[src/sv/bch_255_71_systematic_encoder_core_assert.svh]
// Assertion helpers for the BCH(255,71) encoder core.
// Both expect clk and rst_n in scope.
`ifndef BCH_255_71_SYSTEMATIC_ENCODER_CORE_ASSERT_SVH
`define BCH_255_71_SYSTEMATIC_ENCODER_CORE_ASSERT_SVH

// same-cycle implication
`define BCH255_AST_NOW(lbl, ante, cons, msg) \
  lbl: assert property (@(posedge clk) disable iff (!rst_n) (ante) |-> (cons)) \
    else $error(msg);

// next-cycle implication
`define BCH255_AST_NXT(lbl, ante, cons, msg) \
  lbl: assert property (@(posedge clk) disable iff (!rst_n) (ante) |=> (cons)) \
    else $error(msg);

`endif

[src/sv/bch255_pkg.sv]
package bch255_pkg;

  localparam int unsigned PAR_BYTES  = 23;
  localparam int unsigned PAR_BITS   = 184;
  localparam int unsigned POLY_COUNT = 24;
  localparam int unsigned POLY_TERMS = 9;

  localparam logic [3:0] LAST_MSG_CNT = 4'd8;
  localparam logic [4:0] LAST_PAR_IDX = 5'd22;

  // minimal polynomials, octal, x^0 in bit 0
  localparam logic [POLY_TERMS-1:0] MIN_POLY [POLY_COUNT] = '{
    9'o435, 9'o567, 9'o763, 9'o551, 9'o675, 9'o747, 9'o453, 9'o727,
    9'o023, 9'o545, 9'o613, 9'o543, 9'o433, 9'o477, 9'o615, 9'o455,
    9'o537, 9'o771, 9'o703, 9'o471, 9'o651, 9'o037, 9'o607, 9'o661
  };

  // Product of the minimal polynomials, x^184 dropped; bit k is coef of x^k.
  function automatic logic [PAR_BITS-1:0] gen_poly();
    logic [PAR_BITS:0] coef;
    logic [PAR_BITS:0] prod;
    coef = {{PAR_BITS{1'b0}}, 1'b1};
    for (int m = 0; m < POLY_COUNT; m++) begin
      prod = '0;
      for (int j = 0; j < POLY_TERMS; j++) begin
        if (MIN_POLY[m][j]) begin
          prod = prod ^ (coef << j);
        end
      end
      coef = prod;
    end
    return coef[PAR_BITS-1:0];
  endfunction

  localparam logic [PAR_BITS-1:0] GEN_POLY = gen_poly();

  // one message bit into the remainder
  function automatic logic [PAR_BITS-1:0] lfsr_bit(input logic [PAR_BITS-1:0] rem,
                                                   input logic din);
    logic fb;
    fb = din ^ rem[PAR_BITS-1];
    return {rem[PAR_BITS-2:0], 1'b0} ^ (fb ? GEN_POLY : '0);
  endfunction

  // LFSR -> drain: parity load request
  typedef struct packed {
    logic                load;
    logic [3:0]          msg_cnt;
    logic [PAR_BITS-1:0] parity;
  } bch255_lfsr_t;

  // drain -> LFSR: buffer status
  typedef struct packed {
    logic busy;
    logic done;
  } bch255_drn_t;

endpackage

[src/sv/bch255_if.sv]
interface bch255_in_if import bch255_pkg::*; ();
  logic       valid;
  logic       ready;
  logic [7:0] data_byte;

  modport source(output valid, output data_byte, input ready);
  modport sink(input valid, input data_byte, output ready);
endinterface

interface bch255_out_if import bch255_pkg::*; ();
  logic       valid;
  logic       ready;
  logic [7:0] parity_byte;
  logic [4:0] byte_index;
  logic       last;

  modport source(output valid, output parity_byte, output byte_index, output last,
                 input ready);
  modport sink(input valid, input parity_byte, input byte_index, input last,
               output ready);
endinterface

[src/sv/bch255_lfsr.sv]
module bch255_lfsr import bch255_pkg::*; (
  input  logic          clk,
  input  logic          rst_n,
  bch255_in_if.sink     in_if,
  input  bch255_drn_t   drn,
  output bch255_lfsr_t  lfsr
);

  logic [PAR_BITS-1:0] rem_r, rem_nxt;
  logic [3:0]          cnt_r, cnt_nxt;
  logic [PAR_BITS-1:0] step [0:8];
  logic                acc;
  logic                ninth;

  // ninth word may only go when the parity buffer is free or freeing
  assign ninth       = (cnt_r == LAST_MSG_CNT);
  assign in_if.ready = !ninth || !drn.busy || drn.done;
  assign acc         = in_if.valid && in_if.ready;

  // eight bit steps, MSB first
  always_comb begin
    step[0] = rem_r;
    for (int b = 0; b < 8; b++) begin
      step[b+1] = lfsr_bit(step[b], in_if.data_byte[7-b]);
    end
  end

  always_comb begin
    rem_nxt     = rem_r;
    cnt_nxt     = cnt_r;
    lfsr.load   = 1'b0;
    lfsr.parity = step[7];   // ninth word: bit 0 not part of the message
    lfsr.msg_cnt = cnt_r;
    if (acc) begin
      if (ninth) begin
        rem_nxt   = '0;
        cnt_nxt   = '0;
        lfsr.load = 1'b1;
      end else begin
        rem_nxt = step[8];
        cnt_nxt = cnt_r + 4'd1;
      end
    end
  end

  always_ff @(posedge clk) begin
    if (!rst_n) begin
      rem_r <= '0;
      cnt_r <= '0;
    end else begin
      rem_r <= rem_nxt;
      cnt_r <= cnt_nxt;
    end
  end

endmodule

[src/sv/bch255_drain.sv]
module bch255_drain import bch255_pkg::*; (
  input  logic          clk,
  input  logic          rst_n,
  input  bch255_lfsr_t  lfsr,
  bch255_out_if.source  out_if,
  output bch255_drn_t   drn
);

  logic [PAR_BITS-1:0] buf_r, buf_nxt;
  logic [4:0]          idx_r, idx_nxt;
  logic                busy_r, busy_nxt;
  logic                take;

  assign take     = busy_r && out_if.ready;
  assign drn.busy = busy_r;
  assign drn.done = take && (idx_r == LAST_PAR_IDX);

  assign out_if.valid       = busy_r;
  assign out_if.parity_byte = buf_r[PAR_BITS-1 -: 8];
  assign out_if.byte_index  = idx_r;
  assign out_if.last        = (idx_r == LAST_PAR_IDX);

  always_comb begin
    buf_nxt  = buf_r;
    idx_nxt  = idx_r;
    busy_nxt = busy_r;
    if (lfsr.load) begin
      buf_nxt  = lfsr.parity;
      idx_nxt  = '0;
      busy_nxt = 1'b1;
    end else if (take) begin
      buf_nxt  = {buf_r[PAR_BITS-9:0], 8'h00};
      idx_nxt  = idx_r + 5'd1;
      busy_nxt = !drn.done;
    end
  end

  always_ff @(posedge clk) begin
    if (!rst_n) begin
      busy_r <= 1'b0;
      idx_r  <= '0;
    end else begin
      busy_r <= busy_nxt;
      idx_r  <= idx_nxt;
    end
  end

  always_ff @(posedge clk) begin
    buf_r <= buf_nxt;
  end

endmodule

[src/sv/bch_255_71_systematic_encoder_core.sv]
// Systematic BCH(255,71) encoder. Feed the 71 message bits as nine words,
// MSB first; only the upper seven bits of the ninth word are used. Each word
// is folded into a 184-bit remainder register (eight bit steps of the
// generator division in parallel XOR logic), so message words go in at one
// per cycle, only the ninth waiting as told below. The ninth word copies the
// finished remainder into a parity buffer and clears the remainder; the
// buffer then sends 23 parity words, most significant first, with byte_index
// 0..22 and last on index 22. Message words of the next block are taken while
// parity drains; only its ninth word waits until the buffer has sent (or is
// sending) its last word. Parity words go out at one per cycle while the sink
// is ready; the first is presented in the cycle after the ninth word. No
// configuration; reset clears the remainder, count, busy flag and byte index.
module bch_255_71_systematic_encoder_core import bch255_pkg::*; (
  input  logic          clk,
  input  logic          rst_n,
  bch255_in_if.sink     in_if,
  bch255_out_if.source  out_if
);

  bch255_lfsr_t lfsr;
  bch255_drn_t  drn;

  // remainder update, message word count
  bch255_lfsr u_lfsr (
    .clk   (clk),
    .rst_n (rst_n),
    .in_if (in_if),
    .drn   (drn),
    .lfsr  (lfsr)
  );

  // parity buffer and output sequencing
  bch255_drain u_drain (
    .clk    (clk),
    .rst_n  (rst_n),
    .lfsr   (lfsr),
    .out_if (out_if),
    .drn    (drn)
  );

  // ---- assertions ----
`include "bch_255_71_systematic_encoder_core_assert.svh"

  // count never runs past the ninth word
  `BCH255_AST_NOW(a_cnt_range, 1'b1, lfsr.msg_cnt <= LAST_MSG_CNT, "message count out of range")
  // a block end never lands on a buffer still holding unsent parity
  `BCH255_AST_NOW(a_no_overwrite, lfsr.load, !drn.busy || drn.done, "parity buffer overwritten")
  // block end starts a fresh parity burst at index 0
  `BCH255_AST_NXT(a_burst_start, lfsr.load, out_if.valid && out_if.byte_index == 5'd0,
                  "parity burst did not start")
  // mid-burst words keep coming
  `BCH255_AST_NXT(a_burst_cont, out_if.valid && out_if.ready && !out_if.last, out_if.valid,
                  "parity burst broken")

endmodule
[src/flat_wrapper.sv]
// flat-port wrapper written by rule: the top's interface ports become plain ports
module bch_255_71_systematic_encoder_core_flat import bch255_pkg::*;
  (clk, rst_n, in_if_valid, in_if_data_byte, in_if_ready, out_if_valid, out_if_parity_byte, out_if_byte_index, out_if_last, out_if_ready);
  bch255_in_if in_if_i ();
  bch255_out_if out_if_i ();
  input  logic clk;
  input  logic rst_n;
  input wire logic [$bits(in_if_i.valid)-1:0] in_if_valid;
  input wire logic [$bits(in_if_i.data_byte)-1:0] in_if_data_byte;
  output wire logic [$bits(in_if_i.ready)-1:0] in_if_ready;
  output wire logic [$bits(out_if_i.valid)-1:0] out_if_valid;
  output wire logic [$bits(out_if_i.parity_byte)-1:0] out_if_parity_byte;
  output wire logic [$bits(out_if_i.byte_index)-1:0] out_if_byte_index;
  output wire logic [$bits(out_if_i.last)-1:0] out_if_last;
  input wire logic [$bits(out_if_i.ready)-1:0] out_if_ready;
  assign in_if_i.valid = in_if_valid;
  assign in_if_i.data_byte = in_if_data_byte;
  assign in_if_ready = in_if_i.ready;
  assign out_if_valid = out_if_i.valid;
  assign out_if_parity_byte = out_if_i.parity_byte;
  assign out_if_byte_index = out_if_i.byte_index;
  assign out_if_last = out_if_i.last;
  assign out_if_i.ready = out_if_ready;
  bch_255_71_systematic_encoder_core u_core (.clk(clk), .rst_n(rst_n), .in_if(in_if_i), .out_if(out_if_i));
endmodule
[config.mk]
export PLATFORM = sky130hd
export DESIGN_NAME = bch_255_71_systematic_encoder_core_flat
export DESIGN_NICKNAME = d
export VERILOG_FILES = /design/src/sv/bch255_pkg.sv /design/src/sv/bch255_if.sv /design/src/sv/bch255_lfsr.sv /design/src/sv/bch255_drain.sv /design/src/sv/bch_255_71_systematic_encoder_core.sv /design/src/flat_wrapper.sv
export VERILOG_INCLUDE_DIRS = /design/src /design/src/sv
export SDC_FILE = /design/constraint.sdc
export NUM_CORES = 1
export LEC_CHECK = 0
export BUFFER_PORTS_ARGS = -buffer_cell sky130_fd_sc_hd__buf_4
export CELL_PAD_IN_SITES_DETAIL_PLACEMENT = 1
export CELL_PAD_IN_SITES_GLOBAL_PLACEMENT = 2
export CORE_AREA = 2 2 298 153
export DETAILED_ROUTE_END_ITERATION = 12
export DIE_AREA = 0 0 300 155
export GPL_ROUTABILITY_DRIVEN = 0
export PLACE_DENSITY = 0.87
export SLEW_MARGIN = 25
export SYNTH_ARGS = -nofsm -noshare
export SYNTH_HDL_FRONTEND = slang
export SYNTH_HIERARCHICAL = 1
export SYNTH_SLANG_ARGS = --single-unit
[constraint.sdc]
create_clock -name clk -period 10.99 [get_ports clk]
set_clock_uncertainty 0.05 [all_clocks]
set_input_delay 0.5495 -clock clk [delete_from_list [all_inputs] [get_ports clk]]
set_output_delay 0.5495 -clock clk [all_outputs]
set_load 0.05 [all_outputs]
==> impl_metrics.env <==
export IMPL_status="finished, final reports clean"
export IMPL_worstSetupEndpointType="flop"
export IMPL_synth_most_common_cell="xnor2_1"
export IMPL_dr_pass1_iters=5
export IMPL_dp_hpwl_um=35240
export IMPL_synthArstFlopShare_pct=0
export IMPL_clkLatencyLatePin_ps=540
export IMPL_synthDistinctLibCells=46
export IMPL_slew_headroom_pct=24.52
export IMPL_drive_gt1_share_pct=22.63
export IMPL_setup_violations=0
export IMPL_regArea_um2=9409
export IMPL_ctsHtreeMaxLevel=2
export IMPL_viasPerCell=5.595
export IMPL_cts_hold_buffers=0
export IMPL_initial_utilization_pct=44.09
export IMPL_cts_resized=0
export IMPL_drv_slew=0
export IMPL_synth_edff_count=184
export IMPL_rsz0062_at_grt="false"
export IMPL_route_met3_wl_um=5263
export IMPL_synth_area_um2=19480
export IMPL_layout_min_cycle_time_ps=4830
export IMPL_netlist_area_leader_share_pct=28.37
export IMPL_syn_inst=1461
export IMPL_fin_crit_sh_pct=43.95
export IMPL_ir_drop_mv=0.1828
export IMPL_drc=0
export IMPL_critical_path_startpoint="u_core/u_drain/out_if.byte_index[0]$_SDFFE_PP0P_"
export IMPL_placed_area_um2=20310
export IMPL_p_leak_uw=0.008021
export IMPL_fin_area_um2=21550
export IMPL_grt_start_max_net_pins=118
export IMPL_clkTransAtPathRegs_ps=70
export IMPL_synth_common_cells="264 x xnor2_1, 194 x dfxtp_1, 184 x edfxtp_1"
export IMPL_worstPathMaxFanout=71
export IMPL_drt_iter0_drc=1108
export IMPL_postLayoutSetupSlackWorst_ps=6160
export IMPL_power_density_nw_per_um2=357.2
export IMPL_antenna_found_initial=0
export IMPL_routed_via_count=11680
export IMPL_highest_layer="met4"
export IMPL_yosys_most_used_dff="dfxtp_1"
export IMPL_die_area_um2=46500
export IMPL_reg2reg_slack_ps=6160
export IMPL_crit_required_ps=11090
export IMPL_die_x_um=300
export IMPL_crit_path_end="u_core/u_drain/buf_r[47]$_DFFE_PP_"
export IMPL_syn_nets=1477
export IMPL_grt_pass1_wl_um=82880
export IMPL_worstRegToRegCells=10
export IMPL_timing_rr_end="u_core/u_drain/buf_r[47]$_DFFE_PP_"
export IMPL_first_global_vias=12230
export IMPL_num_rows=55
export IMPL_hp_start="out_if_ready"
export IMPL_final_setup_tns_ps=0
export IMPL_timing_rr_start="u_core/u_drain/out_if.byte_index[0]$_SDFFE_PP0P_"
export IMPL_ctsLongestPathBuffers=3
export IMPL_instances_no_fill=2087
export IMPL_synth_seq_area_share_pct=48.30
export IMPL_ys_seq_elements=378
export IMPL_arrival_ps=4930
export IMPL_start_kind="flop"
export IMPL_flow_area_growth_from_synthesis_pct=10.63
export IMPL_cts_root_buf="clkbuf_16"
export IMPL_multi_input_area_um2=9615
export IMPL_core_area_um2=44180
export IMPL_fmax_mhz=207.1
export IMPL_nNetsFinal=1476
export IMPL_ys_warn_count=6
export IMPL_drt_met1_wl_um=26250
export IMPL_hp_class="in -> reg"
export IMPL_numCtsBuffers=37
export IMPL_antenna_cells=0
export IMPL_cts_sinks=378
export IMPL_portBuffers=27
export IMPL_hold_violations=0
export IMPL_syn_area_per_cell_um2=13.33
export IMPL_cts_tree="yes"
export IMPL_yosysTopAreaCell="edfxtp_1"
export IMPL_dp_cells=2019
export IMPL_nFillCells=4446
export IMPL_grt_use_total_pct=24.32
export IMPL_postCtsSetupBuffers=0
export IMPL_grt_ovfl_total=0
export IMPL_path_class="reg -> reg"
export IMPL_place_ws_ps=5876
export IMPL_wl_um=56320
export IMPL_worst_pin_slew_ps=1124
export IMPL_routed_wl_met2_um=23870
export IMPL_ioPinCount=28
export IMPL_ant_nets=0
export IMPL_wl_per_cell_um=26.98
export IMPL_max_cap_viol_count=0
export IMPL_die_y_um=155
export IMPL_synthTopCellsByArea="edfxtp_1 28%, dfxtp_1 20%, xnor2_1 12%"
==> registers in the layout, indices dropped and copies added (netlist names) <==
register	count
u_core/u_drain/out_if.valid	1
u_core/u_drain/buf_r	184
u_core/u_lfsr/cnt_r	4
u_core/u_drain/out_if.byte_index	5
u_core/u_lfsr/rem_r	184
==> kinds of logic (layout without fill, tap and decap cells) <==
group | after synthesis | in the layout | share of synthesized area (%)
xor+xnor | 397 | 397 | 23.84
flops | 378 | 378 | 48.30
compound gates | 198 | 198 | 7.092
simple gates | 188 | 188 | 5.152
mux | 177 | 177 | 12.15
buf+inv | 119 | 147 | 3.199
fa+ha+maj | 4 | 4 | 0.2569
==> cell usage in the layout, fill, tap and decap left out, types with 7 or more instances in the layout <==
master	netlist	layout
a22oi_1	68	68
edfxtp_1	184	184
xnor2_2	11	18
xnor2_4	8	12
dfxtp_1	194	194
xor2_1	46	46
xor3_1	7	7
nor2b_1	71	71
and2_1	29	27
xnor3_1	56	56
clkinv_2	0	9
inv_1	18	18
clkbuf_16	0	39
nand2_1	73	73
o21ai_0	61	61
xnor2_1	264	253
a22o_1	53	53
buf_4	12	58
mux2_4	100	100
mux2_2	75	75
==> metrics by stage <==
stage	total power, µW	utilization [%]	hold WS (ps)
after global placement	6094	45.92	386.4
after global routing	8056	48.78	224.7
after detailed placement	6258	45.96	407.2
after floorplan	4989	-	376.0
after CTS	7647	48.77	210.5
final	7696	48.78	229.7
==> worst max-delay path, cell delays in order (launching register included) <==
cell	delay [ps]
dfxtp_1	340
inv_1	110
ha_1	150
and4b_1	210
nor2b_1	360
o41ai_4	140
buf_4	340
nor3_2	210
buf_6	630
nand2b_4	880
buf_4	880
==> where the power goes <==
group          switching (µW)  internal [µW]  leakage (µW)
sequential                231           1720       0.00327
clock                     589            760      0.000617
combinational            2410           1990       0.00413
total                    3230           4470       0.00802
==> how the worst min path moves through the flow <==
stage / to / cells after the start
2_1_floorplan: u_core/u_lfsr/rem_r[85]$_SDFFE_PN0P_ / 2
3_3_place_gp: u_core/u_lfsr/rem_r[39]$_SDFFE_PN0P_ / 2
3_5_place_dp: u_core/u_lfsr/rem_r[113]$_SDFFE_PN0P_ / 2
4_1_cts: u_core/u_drain/out_if.byte_index[1]$_SDFFE_PP0P_ / 2
5_1_grt: u_core/u_drain/out_if.byte_index[1]$_SDFFE_PP0P_ / 2
6_report: u_core/u_drain/out_if.byte_index[1]$_SDFFE_PP0P_ / 2
==> routing by layer <==
layer | vias to the layer above | track usage [%]
li1 | 5111 | -
met1 | 6055 | 35.64
met2 | 441 | 35.61
met3 | 69 | 7.038
met4 | 0 | 5.000
met5 | - | 0
==> final cells by class <==
cell class | instances | share of cell area (%)
Clock inverter | 22 | 1.004
Multi-Input combinational cell | 964 | 44.62
Clock buffer | 46 | 4.744
Inverter | 19 | 0.3310
Timing Repair Buffer | 60 | 2.166
Tap cell | 598 | 3.472
Sequential cell | 378 | 43.66
Note: power is estimated with default switching activity, not from simulation.
